## src/design/tda_pkg.sv

```systemverilog
// Shared types and constants for the time-of-day arithmetic block.
`timescale 1ns / 1ps
`default_nettype none

package tda_pkg;

  // Request actions
  typedef enum logic [1:0] {
    ACT_SET = 2'd0,
    ACT_ADD = 2'd1,
    ACT_SUB = 2'd2,
    ACT_CMP = 2'd3
  } action_t;

  // Time base constants
  localparam logic [16:0] DAY_SECONDS   = 17'd86400;
  localparam logic [11:0] SECS_PER_HOUR = 12'd3600;
  localparam logic [5:0]  SIXTY         = 6'd60;
  localparam logic [4:0]  HOURS_PER_DAY = 5'd24;

  // Amount reduction: the amount is split into bytes, each byte is weighted by
  // 2^(8*i) mod one day, and the weighted sum is reduced by a reciprocal.
  localparam int          CHUNK_W    = 8;
  localparam int          MAX_CHUNKS = 8;
  localparam int          SUM_W      = 28;  // holds MAX_CHUNKS * 255 * 86399
  localparam int          QDAY_W     = 11;  // quotient of the sum by one day
  localparam logic [28:0] DAY_RECIP  = 29'd407226529;  // ceil(2^45 / 86400)
  localparam int          DAY_SHIFT  = 45;

  // Seconds-of-day to hour/minute/second by reciprocal multiply
  localparam logic [15:0] HOUR_RECIP = 16'd37283;  // ceil(2^27 / 3600)
  localparam logic [14:0] MIN_RECIP  = 15'd17477;  // ceil(2^20 / 60)

  // Queue between front and back
  localparam int QUEUE_DEPTH = 4;
  localparam int QUEUE_PTR_W = $clog2(QUEUE_DEPTH);
  localparam int QUEUE_CNT_W = QUEUE_PTR_W + 1;

  // Input request fields other than the amount
  typedef struct packed {
    action_t     action;
    logic [4:0]  operand_hour;
    logic [5:0]  operand_minute;
    logic [5:0]  operand_second;
  } in_req_t;

  // Result fields
  typedef struct packed {
    logic [4:0]  hour_now;
    logic [5:0]  minute_now;
    logic [5:0]  second_now;
    logic        is_less;
    logic        is_equal;
    logic [16:0] difference;
  } rsp_t;

  // Classified command handed from front to back. The val fields hold the
  // clamped time for set, the amount mod one day for add/subtract and the
  // operand mod one day for compare, all as hour/minute/second.
  typedef struct packed {
    action_t     action;
    logic [4:0]  val_hour;
    logic [5:0]  val_minute;
    logic [5:0]  val_second;
    logic [4:0]  op_hour;
    logic [5:0]  op_minute;
    logic [5:0]  op_second;
  } cmd_t;

endpackage

`default_nettype wire

```

## src/design/tda_front.sv

```systemverilog
// Front pipeline: reduce amount or operand mod one day and split into h/m/s.
`timescale 1ns / 1ps
`default_nettype none

module tda_front #(
  parameter int AMOUNT_WIDTH = 32
) (
  input  logic                    clk,
  input  logic                    rst_n,
  input  logic                    in_valid,
  output logic                    in_ready,
  input  tda_pkg::in_req_t        in_req,
  input  logic [AMOUNT_WIDTH-1:0] in_amount,
  output logic                    cmd_valid,
  input  logic                    cmd_ready,
  output tda_pkg::cmd_t           cmd
);

  localparam int NCHUNK    = (AMOUNT_WIDTH + tda_pkg::CHUNK_W - 1) / tda_pkg::CHUNK_W;
  localparam int AMT_PAD_W = NCHUNK * tda_pkg::CHUNK_W;
  localparam int PROD_W    = tda_pkg::CHUNK_W + 17;
  localparam int NSTAGE    = 7;

  typedef struct packed {
    tda_pkg::action_t action;
    logic [4:0]       op_hour;
    logic [5:0]       op_minute;
    logic [5:0]       op_second;
  } meta_t;

  // 2^(8*idx) mod one day, evaluated at elaboration
  function automatic logic [16:0] chunk_weight(input int idx);
    int w;
    w = 1;
    for (int k = 0; k < idx; k++) begin
      w = w * (1 << tda_pkg::CHUNK_W);
      while (w >= int'(tda_pkg::DAY_SECONDS)) begin
        w = w - int'(tda_pkg::DAY_SECONDS);
      end
    end
    return 17'(w);
  endfunction

  logic                    en;
  logic [AMT_PAD_W-1:0]    amt_pad;
  logic                    vld_r  [NSTAGE];
  meta_t                   meta_r [NSTAGE];

  logic [PROD_W-1:0]       prod_nxt [NCHUNK];
  logic [PROD_W-1:0]       prod_r   [NCHUNK];
  logic [16:0]             opnd_tot_nxt, opnd_tot_r;
  logic [tda_pkg::SUM_W-1:0] sum_nxt, sum_r, sum2_r;
  logic [16:0]             opnd_mod_nxt, opnd_mod_r, opnd_mod2_r;
  logic [tda_pkg::QDAY_W-1:0] q_nxt, q_r;
  logic [16:0]             amt_mod, v_nxt, v_r, v2_r;
  logic [31:0]             hprod_nxt, hprod_r;
  logic [4:0]              hr_nxt, hr_r, hr2_r;
  logic [11:0]             rem_nxt, rem_r, rem2_r;
  logic [25:0]             mprod_nxt, mprod_r;
  logic [5:0]              min_out, sec_out;

  // Advance the whole pipeline unless the last stage is blocked
  assign en       = !vld_r[NSTAGE-1] || cmd_ready;
  assign in_ready = en;
  assign amt_pad  = AMT_PAD_W'(in_amount);

  // Stage 0: weighted bytes and operand total
  for (genvar g = 0; g < NCHUNK; g++) begin : g_chunk
    localparam logic [16:0] WEIGHT = chunk_weight(g);
    assign prod_nxt[g] = PROD_W'(amt_pad[g*tda_pkg::CHUNK_W +: tda_pkg::CHUNK_W])
                         * PROD_W'(WEIGHT);
  end

  assign opnd_tot_nxt = 17'(in_req.operand_hour) * 17'(tda_pkg::SECS_PER_HOUR)
                      + 17'(in_req.operand_minute) * 17'(tda_pkg::SIXTY)
                      + 17'(in_req.operand_second);

  // Stage 1: sum of the weighted bytes, operand folded into one day
  always_comb begin
    sum_nxt = '0;
    for (int i = 0; i < NCHUNK; i++) begin
      sum_nxt = sum_nxt + tda_pkg::SUM_W'(prod_r[i]);
    end
  end

  assign opnd_mod_nxt = (opnd_tot_r >= tda_pkg::DAY_SECONDS) ?
                        17'(opnd_tot_r - tda_pkg::DAY_SECONDS) : opnd_tot_r;

  // Stage 2: quotient of the sum by one day
  assign q_nxt = tda_pkg::QDAY_W'((57'(sum_r) * 57'(tda_pkg::DAY_RECIP))
                                  >> tda_pkg::DAY_SHIFT);

  // Stage 3: remainder, pick the value to split
  assign amt_mod = 17'(sum2_r - tda_pkg::SUM_W'(q_r)
                              * tda_pkg::SUM_W'(tda_pkg::DAY_SECONDS));
  assign v_nxt   = (meta_r[2].action == tda_pkg::ACT_CMP) ? opnd_mod2_r : amt_mod;

  // Stage 4: hour product
  assign hprod_nxt = 32'(v_r) * 32'(tda_pkg::HOUR_RECIP);

  // Stage 5: hour and seconds within the hour
  assign hr_nxt  = hprod_r[31:27];
  assign rem_nxt = 12'(v2_r - 17'(hr_nxt) * 17'(tda_pkg::SECS_PER_HOUR));

  // Stage 6: minute product
  assign mprod_nxt = 26'(rem_r) * 26'(tda_pkg::MIN_RECIP);

  // Output: minute and second
  assign min_out = mprod_r[25:20];
  assign sec_out = 6'(rem2_r - 12'(min_out) * 12'(tda_pkg::SIXTY));

  always_ff @(posedge clk) begin
    if (!rst_n) begin
      for (int k = 0; k < NSTAGE; k++) begin
        vld_r[k] <= 1'b0;
      end
    end else if (en) begin
      vld_r[0] <= in_valid;
      for (int k = 1; k < NSTAGE; k++) begin
        vld_r[k] <= vld_r[k-1];
      end
    end
  end

  always_ff @(posedge clk) begin
    if (en) begin
      meta_r[0] <= '{action:    in_req.action,
                     op_hour:   in_req.operand_hour,
                     op_minute: in_req.operand_minute,
                     op_second: in_req.operand_second};
      for (int k = 1; k < NSTAGE; k++) begin
        meta_r[k] <= meta_r[k-1];
      end
      for (int i = 0; i < NCHUNK; i++) begin
        prod_r[i] <= prod_nxt[i];
      end
      opnd_tot_r  <= opnd_tot_nxt;
      sum_r       <= sum_nxt;
      opnd_mod_r  <= opnd_mod_nxt;
      q_r         <= q_nxt;
      sum2_r      <= sum_r;
      opnd_mod2_r <= opnd_mod_r;
      v_r         <= v_nxt;
      hprod_r     <= hprod_nxt;
      v2_r        <= v_r;
      hr_r        <= hr_nxt;
      rem_r       <= rem_nxt;
      mprod_r     <= mprod_nxt;
      hr2_r       <= hr_r;
      rem2_r      <= rem_r;
    end
  end

  // Set loads the clamped operand; others carry the split value
  always_comb begin
    cmd.action    = meta_r[NSTAGE-1].action;
    cmd.op_hour   = meta_r[NSTAGE-1].op_hour;
    cmd.op_minute = meta_r[NSTAGE-1].op_minute;
    cmd.op_second = meta_r[NSTAGE-1].op_second;
    if (meta_r[NSTAGE-1].action == tda_pkg::ACT_SET) begin
      cmd.val_hour   = (meta_r[NSTAGE-1].op_hour < tda_pkg::HOURS_PER_DAY) ?
                       meta_r[NSTAGE-1].op_hour : '0;
      cmd.val_minute = (meta_r[NSTAGE-1].op_minute < tda_pkg::SIXTY) ?
                       meta_r[NSTAGE-1].op_minute : '0;
      cmd.val_second = (meta_r[NSTAGE-1].op_second < tda_pkg::SIXTY) ?
                       meta_r[NSTAGE-1].op_second : '0;
    end else begin
      cmd.val_hour   = hr2_r;
      cmd.val_minute = min_out;
      cmd.val_second = sec_out;
    end
  end

  assign cmd_valid = vld_r[NSTAGE-1];

endmodule

`default_nettype wire

```

## src/design/tda_queue.sv

```systemverilog
// Small FIFO of classified commands between front and back.
`timescale 1ns / 1ps
`default_nettype none

module tda_queue (
  input  logic          clk,
  input  logic          rst_n,
  input  logic          push_valid,
  output logic          push_ready,
  input  tda_pkg::cmd_t push_data,
  output logic          pop_valid,
  input  logic          pop_ready,
  output tda_pkg::cmd_t pop_data
);

  tda_pkg::cmd_t                    mem_r [tda_pkg::QUEUE_DEPTH];
  logic [tda_pkg::QUEUE_PTR_W-1:0]  wr_ptr_r, rd_ptr_r;
  logic [tda_pkg::QUEUE_CNT_W-1:0]  count_r;
  logic                             push, pop;

  assign push_ready = count_r != tda_pkg::QUEUE_CNT_W'(tda_pkg::QUEUE_DEPTH);
  assign pop_valid  = count_r != '0;
  assign push       = push_valid && push_ready;
  assign pop        = pop_valid && pop_ready;
  assign pop_data   = mem_r[rd_ptr_r];

  always_ff @(posedge clk) begin
    if (!rst_n) begin
      wr_ptr_r <= '0;
      rd_ptr_r <= '0;
      count_r  <= '0;
    end else begin
      if (push) begin
        wr_ptr_r <= wr_ptr_r + 1'b1;
      end
      if (pop) begin
        rd_ptr_r <= rd_ptr_r + 1'b1;
      end
      if (push && !pop) begin
        count_r <= count_r + 1'b1;
      end else if (pop && !push) begin
        count_r <= count_r - 1'b1;
      end
    end
  end

  always_ff @(posedge clk) begin
    if (push) begin
      mem_r[wr_ptr_r] <= push_data;
    end
  end

endmodule

`default_nettype wire

```

## src/design/tda_back.sv

```systemverilog
// Back end: holds the time of day, applies commands, registers the result.
`timescale 1ns / 1ps
`default_nettype none

module tda_back (
  input  logic          clk,
  input  logic          rst_n,
  input  logic          cmd_valid,
  output logic          cmd_ready,
  input  tda_pkg::cmd_t cmd,
  output logic          out_valid,
  input  logic          out_ready,
  output tda_pkg::rsp_t out_rsp
);

  logic [4:0]    hour_r, hour_nxt;
  logic [5:0]    min_r, min_nxt;
  logic [5:0]    sec_r, sec_nxt;
  logic          out_valid_r;
  tda_pkg::rsp_t out_rsp_r, rsp_nxt;
  logic          pop;

  // Mixed-radix add
  logic [6:0] s_sum, m_sum;
  logic [5:0] h_sum;
  logic       c0, c1;
  logic [4:0] add_h;
  logic [5:0] add_m, add_s;

  // Mixed-radix subtract, shared by subtract and compare
  logic       b0, b1, b2;
  logic [6:0] m_need;
  logic [5:0] h_need;
  logic [4:0] sub_h;
  logic [5:0] sub_m, sub_s;

  assign cmd_ready = !out_valid_r || out_ready;
  assign pop       = cmd_valid && cmd_ready;

  always_comb begin
    s_sum = 7'(sec_r) + 7'(cmd.val_second);
    c0    = s_sum >= 7'(tda_pkg::SIXTY);
    add_s = c0 ? 6'(s_sum - 7'(tda_pkg::SIXTY)) : 6'(s_sum);
    m_sum = 7'(min_r) + 7'(cmd.val_minute) + 7'(c0);
    c1    = m_sum >= 7'(tda_pkg::SIXTY);
    add_m = c1 ? 6'(m_sum - 7'(tda_pkg::SIXTY)) : 6'(m_sum);
    h_sum = 6'(hour_r) + 6'(cmd.val_hour) + 6'(c1);
    add_h = (h_sum >= 6'(tda_pkg::HOURS_PER_DAY)) ?
            5'(h_sum - 6'(tda_pkg::HOURS_PER_DAY)) : 5'(h_sum);
  end

  always_comb begin
    b0     = sec_r < cmd.val_second;
    sub_s  = b0 ? 6'(7'(sec_r) + 7'(tda_pkg::SIXTY) - 7'(cmd.val_second))
                : 6'(sec_r - cmd.val_second);
    m_need = 7'(cmd.val_minute) + 7'(b0);
    b1     = 7'(min_r) < m_need;
    sub_m  = b1 ? 6'(7'(min_r) + 7'(tda_pkg::SIXTY) - m_need)
                : 6'(7'(min_r) - m_need);
    h_need = 6'(cmd.val_hour) + 6'(b1);
    b2     = 6'(hour_r) < h_need;
    sub_h  = b2 ? 5'(6'(hour_r) + 6'(tda_pkg::HOURS_PER_DAY) - h_need)
                : 5'(6'(hour_r) - h_need);
  end

  always_comb begin
    hour_nxt = hour_r;
    min_nxt  = min_r;
    sec_nxt  = sec_r;
    rsp_nxt  = '0;
    unique case (cmd.action)
      tda_pkg::ACT_SET: begin
        hour_nxt = cmd.val_hour;
        min_nxt  = cmd.val_minute;
        sec_nxt  = cmd.val_second;
      end
      tda_pkg::ACT_ADD: begin
        hour_nxt = add_h;
        min_nxt  = add_m;
        sec_nxt  = add_s;
      end
      tda_pkg::ACT_SUB: begin
        hour_nxt = sub_h;
        min_nxt  = sub_m;
        sec_nxt  = sub_s;
      end
      tda_pkg::ACT_CMP: begin
        // Raw operand fields compare lexicographically as one packed word
        rsp_nxt.is_less    = {hour_r, min_r, sec_r}
                           < {cmd.op_hour, cmd.op_minute, cmd.op_second};
        rsp_nxt.is_equal   = {hour_r, min_r, sec_r}
                          == {cmd.op_hour, cmd.op_minute, cmd.op_second};
        rsp_nxt.difference = 17'(sub_h) * 17'(tda_pkg::SECS_PER_HOUR)
                           + 17'(sub_m) * 17'(tda_pkg::SIXTY)
                           + 17'(sub_s);
      end
      default: begin
      end
    endcase
    rsp_nxt.hour_now   = hour_nxt;
    rsp_nxt.minute_now = min_nxt;
    rsp_nxt.second_now = sec_nxt;
  end

  always_ff @(posedge clk) begin
    if (!rst_n) begin
      hour_r      <= '0;
      min_r       <= '0;
      sec_r       <= '0;
      out_valid_r <= 1'b0;
    end else begin
      if (pop) begin
        hour_r <= hour_nxt;
        min_r  <= min_nxt;
        sec_r  <= sec_nxt;
      end
      if (cmd_ready) begin
        out_valid_r <= cmd_valid;
      end
    end
  end

  always_ff @(posedge clk) begin
    if (pop) begin
      out_rsp_r <= rsp_nxt;
    end
  end

  assign out_valid = out_valid_r;
  assign out_rsp   = out_rsp_r;

endmodule

`default_nettype wire

```

## src/design/time_of_day_arithmetic.sv

```systemverilog
// Top level of the 24-hour time-of-day arithmetic block.
`timescale 1ns / 1ps
`default_nettype none

// Keeps a 24-hour time of day (hour, minute, second; zero after reset) and
// applies one request per accepted input: set, add seconds, subtract seconds
// or compare. Every request returns exactly one result carrying the time after
// the request; compare also returns less-than, equal and the stored time minus
// the operand in seconds modulo one day (those fields read zero otherwise).
// The block takes one request per clock cycle while the result side takes its
// results. A request passes through seven front stages that reduce the amount
// (or operand) modulo one day and split it into hour/minute/second, a
// four-entry queue that hands it over, and the back, which updates the stored
// time and registers the result. The state update in the back is the loop
// that sets the rate; the queue absorbs result stalls before the input side
// stalls. in_amount is AMOUNT_WIDTH bits wide
// (17 to 64).

module time_of_day_arithmetic #(
  parameter int AMOUNT_WIDTH = 32
) (
  input  logic                    clk,
  input  logic                    rst_n,
  // Input requests
  input  logic                    in_valid,
  output logic                    in_ready,
  input  tda_pkg::in_req_t        in_req,
  input  logic [AMOUNT_WIDTH-1:0] in_amount,
  // Results
  output logic                    out_valid,
  input  logic                    out_ready,
  output tda_pkg::rsp_t           out_rsp
);

  logic          f_valid, f_ready;
  tda_pkg::cmd_t f_cmd;
  logic          q_valid, q_ready;
  tda_pkg::cmd_t q_cmd;

  // Classify the request and precompute its operand as hour/minute/second
  tda_front #(
    .AMOUNT_WIDTH (AMOUNT_WIDTH)
  ) u_front (
    .clk       (clk),
    .rst_n     (rst_n),
    .in_valid  (in_valid),
    .in_ready  (in_ready),
    .in_req    (in_req),
    .in_amount (in_amount),
    .cmd_valid (f_valid),
    .cmd_ready (f_ready),
    .cmd       (f_cmd)
  );

  // Hold commands while the result side stalls
  tda_queue u_queue (
    .clk        (clk),
    .rst_n      (rst_n),
    .push_valid (f_valid),
    .push_ready (f_ready),
    .push_data  (f_cmd),
    .pop_valid  (q_valid),
    .pop_ready  (q_ready),
    .pop_data   (q_cmd)
  );

  // Update the stored time and drive the result register
  tda_back u_back (
    .clk       (clk),
    .rst_n     (rst_n),
    .cmd_valid (q_valid),
    .cmd_ready (q_ready),
    .cmd       (q_cmd),
    .out_valid (out_valid),
    .out_ready (out_ready),
    .out_rsp   (out_rsp)
  );

endmodule

`default_nettype wire

```

## config.mk

```make
export PLATFORM = sky130hd
export DESIGN_NAME = time_of_day_arithmetic
export DESIGN_NICKNAME = d
export VERILOG_FILES = /design/src/design/tda_pkg.sv /design/src/design/tda_front.sv /design/src/design/tda_queue.sv /design/src/design/tda_back.sv /design/src/design/time_of_day_arithmetic.sv
export SDC_FILE = /design/constraint.sdc
export NUM_CORES = 2
export LEC_CHECK = 0
export ABC_AREA = 1
export BUFFER_PORTS_ARGS = -buffer_cell sky130_fd_sc_hd__buf_2
export CORE_MARGIN = 4
export CORE_UTILIZATION = 50
export CTS_CLUSTER_SIZE = 10
export DETAILED_ROUTE_END_ITERATION = 12
export MAX_ROUTING_LAYER = met4
export PLACE_DENSITY = 0.66
export SETUP_SLACK_MARGIN = 0.15
export SKIP_LAST_GASP = 1
export SYNTH_ARGS = -nofsm -noshare
export SYNTH_HDL_FRONTEND = slang
export SYNTH_SLANG_ARGS = --single-unit
```

## constraint.sdc

```tcl
create_clock -name clk -period 20.6 [get_ports clk]
set_input_delay 4.12 -clock clk [delete_from_list [all_inputs] [get_ports clk]]
set_output_delay 4.12 -clock clk [all_outputs]
set_load 0.05 [all_outputs]
```

* After elaboration in Yosys (flattened, before gate mapping)
Memory sizes are Yosys's and may differ from the RTL's. A register that Yosys moved wholly into a read port is not among the register bits.
Index checks and enable logic that the tools add are counted.
** Operators by class
- Reduce and logical (&&, ||, !) cells :: 14
- $lt $le $gt $ge :: 11
- Multiply operators :: 11
- Eq/ne operators :: 6
- Bitwise gates (word level) :: 7
- Mux-type cells :: 33
- Div/mod/pow operators :: 0
- Add/sub/neg operators :: 34
- Shift operators :: 0
** Operator list (number)
- $add 28x25->28 :: 2
- $mul 28x29->56 const B :: 1
- $mux 17 :: 3
- $mux 6 :: 6
- $pmux 6 s3 :: 2
- $add 17x12->17 :: 2
- $add 17x6->17 :: 2
- $mul 17x16->32 const B :: 1
- $sub 6x6->6 :: 5
- $add 25x25->26 :: 1
- $mul 12x15->26 const B :: 1
- $mul 5x8->13 const B :: 2
- $mul 6x4->10 const B :: 2
- $eq 17x17->1 :: 1
- $ge 17x17->1 const B :: 1
- $lt 17x17->1 :: 1
- $sub 17x17->17 :: 1
- $sub 17x17->17 const B :: 1
- $mux 5 :: 3
- $pmux 5 s3 :: 1
- $add 6x6->7 :: 2
- $ge 7x6->1 const B :: 2
- $mul 8x6->14 const B :: 1
- $mux 1 :: 14
- other kinds (35) :: 58
** Storage, ports and cells
- Register bits after elaboration :: 283
- Memories kept :: 4
- RAM bits :: 380
- Word-level logic and storage cells :: 147
- Latch bits :: 0
- Output and inout bits :: 38
- Memory bits (read-only) :: 0
- Input port bits :: 55
** Memories
- u_queue.mem_r :: depth 4, bits a word 36, read ports 1, clocked after Yosys merged registers in 1, wr ports 1, RTL line tda_queue.sv:16 : tda_pkg::cmd_t mem_r [tda_pkg::QUEUE_DEPTH];
- u_front.meta_r :: depth 7, bits a word 19, read ports 7, clocked after Yosys merged registers in 0, wr ports 7, RTL line tda_front.sv:47 : meta_t meta_r [NSTAGE];
- u_front.prod_r :: depth 4, bits a word 24, read ports 4, clocked after Yosys merged registers in 0, wr ports 4, RTL line tda_front.sv:50 : logic [PROD_W-1:0] prod_r [NCHUNK];
- u_front.vld_r :: depth 7, bits a word 1, read ports 7, clocked after Yosys merged registers in 0, wr ports 7, RTL line tda_front.sv:46 : logic vld_r [NSTAGE];

* Longest topological paths before layout
- Depth after elaboration :: 9
- Gate-level depth with buffers :: 53
- Depth with buffers taken out :: 49

* Cells and area by module
Synthesis repeated with hierarchy kept, for this count alone.
** Unflattened totals
- Cell total of the unflattened synthesis :: 4411
- Area total of the unflattened synthesis :: 44861.8 sq um
** Modules (own cells, without submodules)
- tda_front :: cells an instance 3095, seq. area each 10249.8 sq um, times used 1, area an instance 32103.3 sq um
- tda_back :: cells an instance 900, seq. area each 1441.4 sq um, times used 1, area an instance 6860.3 sq um
- tda_queue :: cells an instance 416, seq. area each 4504.3 sq um, times used 1, area an instance 5898.2 sq um

* Worst setup path before layout
OpenSTA, ideal clock, no wires.
- Path kind :: flip-flop to output port
- Start point :: reg u_queue.count_r[2] (netlist bit)
- End point :: out in_ready
- Stages on the path, launching flop included :: 2
- Path slack :: 7.758 ns
- Buffers on the path :: 0
- Data arrival time :: 8.722 ns
- Path through :: dfxtp_1 -> nand3_1
** Between the ends
- Longest elaborated chain between the ends :: 2
** Ends and longest elaborated chain
- start: declaration :: RTL line tda_queue.sv:18 : logic [tda_pkg::QUEUE_CNT_W-1:0] count_r;
- start signal: assignment :: RTL line tda_queue.sv:40 : count_r <= count_r + 1'b1;
- start signal: assignment :: RTL line tda_queue.sv:42 : count_r <= count_r - 1'b1;
- $ne 3x3->1 :: RTL line tda_queue.sv:21 : assign push_ready = count_r != tda_pkg::QUEUE_CNT_W'(tda_pkg::QUEUE_DEPTH);
- $logic_or 1x1->1 :: RTL line tda_front.sv:63 : assign en = !vld_r[NSTAGE-1] || cmd_ready;
- end: declaration :: RTL line time_of_day_arithmetic.sv:26 : output logic in_ready,
Every way passes these cells.

==> impl.org <==
** Status
- The flow ran to the end, and the final reports show no timing, DRC or antenna violations.

** Synthesis
- Post-synth cell types :: slightly above 60
- Yosys attributes the largest share of cell area to sky130_fd_sc_hd__edfxtp_1, sky130_fd_sc_hd__ha_1, sky130_fd_sc_hd__fa_1, sky130_fd_sc_hd__inv_1, sky130_fd_sc_hd__nand2_1.
- Cell area after synthesis :: roughly 44000 µm²
- Cell taking the most area after synthesis :: sky130_fd_sc_hd__edfxtp_1
- Seq/Total Area, Yosys :: a little under two fifths
- Number of instances in the synthesized netlist :: 4134
- Post-synthesis average cell area :: between 10 and 15 µm²
- Synthesis produced a netlist with a net count of ~5300.
- The synthesized design contains 523 enable-type register cells.
- Flip-flop and latch count after synthesis :: between 500 and 600
- The most used flip-flop cell after synthesis is sky130_fd_sc_hd__edfxtp_1.
- Synth warnings :: 0
- In the synthesized netlist the async set-or-reset flop fraction comes to 0%.
- Share of Yosys cell area claimed by the top area cell type :: between 30% and 40%

** Clock tree
- Maximum buffer depth of the clock tree :: 3
- The cell sitting at the root of the clock tree is a sky130_fd_sc_hd__clkbuf_16.
- For this design, the CTS-stage hold fixing added 0 buffers.
- TritonCTS Sinks :: 550
- TritonCTS created 69 clock buffers.
- CTS HTree Levels :: 3
- After clock tree synthesis, the clock-pin slew on the worst setup and hold paths is ~0.05 ns.
- At the later pin of the worst-skew pair, clock insertion delay measures approximately 0.60 ns.
- CTS tree :: built
- Number of gates given a new drive strength after cts :: 0
- Once the clock tree was built, the setup fixing pass inserted 0 buffers.

** Setup path
- Largest driver fanout on the critical path :: 16
- The worst setup path is captured at a flop.
- Stage delay of the slowest cell on the critical path :: roughly 0.67 ns
- Cell with the largest stage delay on the worst path :: sky130_fd_sc_hd__dfxtp_1
- At the worst endpoint, the arrival time is ~9.9 ns.
- The most numerous cell type found on the critical path is sky130_fd_sc_hd__ha_1.
- Class of the most critical setup path :: flop to flop
- Sort of element at the start of the critical path :: flop
- At the worst endpoint, the required time is approximately 21 ns.

** Route
- Routed wire per std cell :: ~17 µm
- Number of optimization iterations in the first detailed-route pass :: 6
- Remaining number of nets flagged by the antenna check after routing :: 0
- Number of design rule violations left after detail routing :: 0
- Summed over all layers, the routed wires come to 93400 µm.
- Via count :: 28400
- After the first detailed-routing iteration, the DRC count stood at approximately 1400.
- Via count normalized by instance count :: 5.20

** Floorplan
- The die is roughly 300 µm tall.
- I/O pin total :: 93
- Std-Cell Core Area :: 87000 µm²
- Area of the die :: 92800 µm²
- Num rows :: between 100 and 150
- Die span in x :: 305 µm
- Once the floorplan was initialized, standard cells occupied roughly half of the core.

** Global route
- Initial antenna violation count :: 7
- GRT Total Usage :: 21.0%
- The via count of the first global-routing pass is approximately 29000.
- GR Overflow Total :: 0
- Pin count of the biggest net entering global routing :: 179
- First-pass GRT wire length :: around 150000 µm

** Finish
- Cells with a size suffix above 1 make up 6.17% of the layout.
- The net count of the finished layout is 5395.
- Fillers :: between 7000 and 8000
- Area delta synth->final :: 8.85%
- Leaving out fill and tap cells, the most frequent cell in the layout is sky130_fd_sc_hd__inv_1.
- Top library cells by usage in the layout, fill and taps aside :: sky130_fd_sc_hd__inv_1, sky130_fd_sc_hd__ha_1, sky130_fd_sc_hd__nand2_1, sky130_fd_sc_hd__edfxtp_1, sky130_fd_sc_hd__fa_1

** STA
- Between clock sinks in the finished design, the worst skew comes to 0.0410 ns.
- The worst path needs between 9 and 10 ns of the cycle, external delays included.
- Setup_tns :: 0 ns
- The worst pin sits at a relative slew slack of a little under a third.
- Final setup violation count :: 0
- Worst Max-Slew Pin Slew :: roughly 1.0 ns
- Achievable clock frequency :: 105 MHz
- The worst path uses between 40% and 50% of the clock period.
- The count of final max-slew check failures came to 0.
- The final hold violation count was 0.
- RSZ-0062 raised after global routing :: no

** Placement
- Final GP Congestion :: ~0.9
- Hpwl dp :: around 74000 µm
- Port buffer count :: a little over 90

** Hold path
- Path category of the worst min-delay check :: flop to flop

** Job
- Max capacitance violation total :: 0
-- state kept, by name (all words and copies together) (netlist names), 4 cells and up, named ones only --
name,count
u_front.sum2_r,17
u_front.hr_r,5
u_front.opnd_mod2_r,17
u_front.rem_r,12
u_front.hprod_r,6
u_back.sec_r,6
u_front.v_r,17
u_back.min_r,6
u_front.opnd_mod_r,17
u_queue.mem_r,144
u_front.vld_r,7
u_back.out_rsp,36
u_front.rem2_r,4
u_front.hr2_r,5
u_back.hour_r,5
u_front.v2_r,11
u_front.sum_r,25
u_front.q_r,10
u_front.meta_r,127
u_front.prod_r,38
u_front.mprod_r,8
u_front.opnd_tot_r,17
-- cell usage after synthesis (all sizes together), types with 27 or more instances --
cell type	number
inv	765
ha	747
nand2	598
edfxtp	523
fa	322
a21oi	250
nor2	186
nand3	155
o21ai	155
xor2	93
xnor2	55
nand4	33
nor3	28
buf	27
dfxtp	27
-- path summary, 6_finish.rpt --
kind                            cells after the start  slack, ns                            start                                to
worst min-delay path                                0       0.39  u_front.opnd_mod_r[5]$_DFFE_PN_  u_front.opnd_mod2_r[5]$_DFFE_PN_
worst max-delay path                               42      11.05                             flop  u_back.out_rsp[16]$_SDFFCE_PP0P_
worst min register to register                      0       0.39  u_front.opnd_mod_r[5]$_DFFE_PN_  u_front.opnd_mod2_r[5]$_DFFE_PN_
worst max register to register                     42      11.05                             flop  u_back.out_rsp[16]$_SDFFCE_PP0P_
-- per-stage QoR --
stage	hold WS [ns]	instances	instance area, µm²	worst slack [ns]	utilization, %
2_1_floorplan	0.400	4134	44000	7.76	-
3_3_place_gp	0.400	5355	45800	11.28	52.7
3_5_place_dp	0.405	5355	45800	11.06	52.7
4_1_cts	0.384	5465	47900	11.02	55.0
5_1_grt	0.402	5472	47900	10.36	55.0
6_report	0.389	5472	47900	11.05	55.0
-- layer usage --
layer	wire, µm	global-route usage [%]	share of wire, %	vias to the layer above
met5	0	-	0	-
met4	2630	5.87	2.8	0
met3	3720	2.92	4.0	142
met2	46600	35.8	50	504
met1	40400	26.4	43	13600
li1	-	-	-	14200
-- layout make-up --
cell class | instances | area, µm² | area share (%)
Multi-Input combinational cell | 2778 | 24700 | 51.5
Sequential cell | 550 | 16200 | 33.9
Clock inverter | 15 | 166 | 0.347
Clock buffer | 95 | 1890 | 3.94
Tap cell | 1155 | 1450 | 3.02
Inverter | 765 | 2880 | 6.02
Antenna cell | 7 | 17.5 | 0.0366
Timing Repair Buffer | 107 | 586 | 1.22
-- critical path, delay by kind of cell (launching register included) --
kind                     cells  cell delay, ns
AO/OA/AOI/OAI                6            1.40
XOR/XNOR                     3            0.90
adder cells (fa/ha/maj)     12            3.72
flip-flops                   1            0.67
buffers and inverters        7            0.86
AND/OR/NAND/NOR             14            1.70
-- cells by family after synthesis --
logic type / after synthesis / synth area share (%)
xor gates and xnor gates: 148 / 2.95
and+or+nand+nor: 1030 / 10.1
DFF: 550 / 36.9
AOI/OAI and AO/OA: 531 / 7.04
adders and majority gates: 1069 / 35.9
buffers and inverters: 806 / 7.15
Power is not shown: default switching activity piles up to over one toggle a cycle in this logic, so the estimate is an artifact.
